## config.mk

```make
export PLATFORM = sky130hd
export DESIGN_NAME = mrsa_ram
export DESIGN_NICKNAME = d
export VERILOG_FILES = /design/src/mrsa_ram.sv
export SDC_FILE = /design/constraint.sdc
export NUM_CORES = 1
export LEC_CHECK = 0
export CORE_MARGIN = 3
export CORE_UTILIZATION = 35
export DETAILED_ROUTE_END_ITERATION = 10
export DONT_BUFFER_PORTS = 1
export HOLD_SLACK_MARGIN = 0.12
export PLACE_DENSITY = 0.48
export SYNTH_ARGS = -nofsm -noshare
export SYNTH_HDL_FRONTEND = slang
export SYNTH_SLANG_ARGS = --single-unit
export TNS_END_PERCENT = 5
```

## constraint.sdc

```tcl
create_clock -name clk_i -period 3.45 [get_ports clk_i]
set_input_delay 0.69 -clock clk_i [delete_from_list [all_inputs] [get_ports clk_i]]
set_output_delay 0.69 -clock clk_i [all_outputs]
set_load 0.005 [all_outputs]
```

## src/mrsa_ram.sv

```systemverilog
// Generic single-write, single-read RAM with registered read data.
// Depends on nothing.
`default_nettype none

module mrsa_ram #(
  parameter int unsigned WIDTH = 8,
  parameter int unsigned DEPTH = 16
) (
  input  wire logic                     clk_i,
  input  wire logic                     we_i,
  input  wire logic [$clog2(DEPTH)-1:0] waddr_i,
  input  wire logic [WIDTH-1:0]         wdata_i,
  input  wire logic [$clog2(DEPTH)-1:0] raddr_i,
  output logic      [WIDTH-1:0]         rdata_o
);

  logic [WIDTH-1:0] mem_q [DEPTH];

  // write port and registered read port
  always_ff @(posedge clk_i) begin
    if (we_i) begin
      mem_q[waddr_i] <= wdata_i;
    end
    rdata_o <= mem_q[raddr_i];
  end

endmodule

`default_nettype wire

```

==> flow_summary.toml <==
[die]
die_w_um = 127
die_h_um = 127
fp-row-count = 43
core-area_um2 = 14100
pin_count = 26
start_util_pct = 36.4
die_area_um2 = 16200

[sta]
rsz0062_at_grt = "false"
skew_ns = 0.00559
slew_violations = 0
fmax_mhz = 559
worst_pin_slew_ns = 0.818
hold_viol_final = 0
period_needed_ns = 1.79
maxSlewHeadroom_pct = 45.3
finalSetupTns_ns = 0
setup_viol = 0
fin_crit_sh_pct = 51.9

[synth]
netlist_area_um2 = 5150
avgSynthCellArea_um2 = 22.5
ys_types = 19
synth_top_family_by_area = "multiplexers"
synthSimpleGateAreaFrac_pct = 3.18
yosys.area_share.adder_pct = 0
ys_warn_count = 0
synth_compound_area_share_pct = 2.33
synth_top_area_share_pct = 74.7
synth.area.top_cells = "edfxtp_1, mux4_2, mux4_1, dfxtp_1, a22oi_1"
yosys.area.top_type = "edfxtp_1"
synthXorXnorAreaFrac_pct = 0
muxShareOfSynthArea_pct = 15.0
ys_ff_latch = 136
synth_fp_nets = 247
synth_seq_area_share_pct = 77.8
syn_inst = 229

[global_route]
grt_pass1_wl_um = 15900
grt_max_degree = 33
gr-total-overflow = 0
antenna_found_initial = 0
grt_pass1_vias = 2456
grtUsageTotal_pct = 14.2

[power]
pwr-share-comb_pct = 2.9
powerDensity_nw_per_um2 = 593
swShare_pct = 19.2
intPower_w = 0.00280
vdd_drop_max_mv = 0.357
switchingPower_w = 0.000666
p_seq_share_pct = 53.7
power.leakage_nw = 1.88
clockPowerShare_pct = 43.3

[final_layout]
layout_common_cells = "edfxtp_1, mux4_2, clkbuf_16"
layout.nets = 266
n_antenna_cell = 0
syn_to_final_growth_pct = 13.5
multi_input_area_um2 = 1060
final_common_cell = "edfxtp_1"
drive_above_1_share_pct = 19.3
fin_util_pct = 41.3
fillers = 1240
regArea_um2 = 4000

[detailed_routing]
drtIter0Drc = 208
first_pass_iters = 4
avgViaCountPerCell = 5.29
avgRoutedWirePerCell_um = 24.1
drcViolationCount = 0
ant_nets = 0
drt-total-wl_um = 10600
num_vias = 2321

[worst_setup_path]
crit_chain = "or3b_2 > nor2_1"
arrival_ns = 1.83
critPathTopFamily = "simple AND/OR/NAND/NOR gates"
crit_slowest_cell = "nor2_1"
startpoint_type = "input port"
slowest_delay_ns = 0.63
crit_required_ns = 3.49
cp-end-kind = "register"
critPathKind = "input port to register"
path_buf_inv = 0
worstPathMaxFanout = 8

[clock_tree]
path_clk_slew_ns = 0.05
holdBufCountCts = 0
cts_resized = 0
cts_tree = "yes"
htreeDepth = 4
cts_root_buf = "clkbuf_16"
post_cts_buffers = 0
clock_path_buffers = 2
clock_latency_ns = 0.41
cts_buffers = 17
cts.sinks = 136

[place]
place.gp.congestion = 0.760
hpwl_um = 6400
port_buffers = 0

[hold_path]
hp-class = "input port to register"

[flow_run]
maxCapViolCount = 0

[outcome]
status = "completed"
-- cells by family (layout without fill, tap and decap cells) --
logic type	Yosys count	in the layout
AOI/OAI and AO/OA	16	16
muxes	32	32
buffers and inverters	10	40
DFF	136	136
and+or+nand+nor	35	35
-- flip-flops by register name, summed over array words and instances (netlist names) --
name,count
mem_q,128
rdata_o,8
-- cell usage after synthesis, drive strengths merged --
master	count
dfxtp	8
nand3b	2
nand2	9
clkdlybuf4s25	3
or3b	1
nand3	1
and2	1
nor3	4
nand2b	2
nor2b	1
a22oi	16
buf	7
edfxtp	128
nor2	13
and2b	1
mux4	32
-- area by class of cell --
type / instances / area share, %
Clock buffer: 23 / 7.67
Clock inverter: 7 / 0.536
Multi-Input combinational cell: 83 / 18.1
Sequential cell: 136 / 68.6
Tap cell: 180 / 3.86
Timing Repair Buffer: 10 / 1.29
-- routing by layer --
metal  share of wire (%)  global-route usage, %  wire, um
met3                 5.2                   5.60       551
met1                  46                   19.8      4850
met2                  48                   20.4      5030
met5                   0                      0         0
met4                 1.3                   4.73       141
-- final timing paths --
path,startpoint,endpoint,slack (ns),cells after the start
max,waddr_i[2],mem_q[1][0]$_DFFE_PP_,1.66,2
min,wdata_i[6],mem_q[3][6]$_DFFE_PP_,0.37,0
max reg2reg,mem_q[0][5]$_DFFE_PP_,rdata_o[5]$_DFF_P_,1.97,3
min reg2reg,mem_q[12][1]$_DFFE_PP_,rdata_o[1]$_DFF_P_,0.69,3
-- power groups by stage --
stage / clock, W / combinational [W] / sequential (W)
after detailed placement: 0 / 0.000103 / 0.00190
after global routing: 0.00162 / 0.000111 / 0.00186
after CTS: 0.00154 / 0.000103 / 0.00186
final: 0.00150 / 0.000102 / 0.00186
after global placement: 0 / 0.000102 / 0.00189
after floorplan: 0 / 0.0000938 / 0.00189
-- through the flow --
stage	cells	total power [W]	instance area, um^2	setup WS, ns	hold slack (ns)
3_5_place_dp	409	0.00200	5360	1.20	0.677
4_1_cts	439	0.00350	5840	1.64	0.350
6_report	439	0.00346	5840	1.66	0.372
3_3_place_gp	409	0.00200	5360	1.22	0.666
2_1_floorplan	229	0.00198	5150	1.27	0.629
5_1_grt	439	0.00360	5840	1.57	0.343
Note: power is estimated with default switching activity, not from simulation.
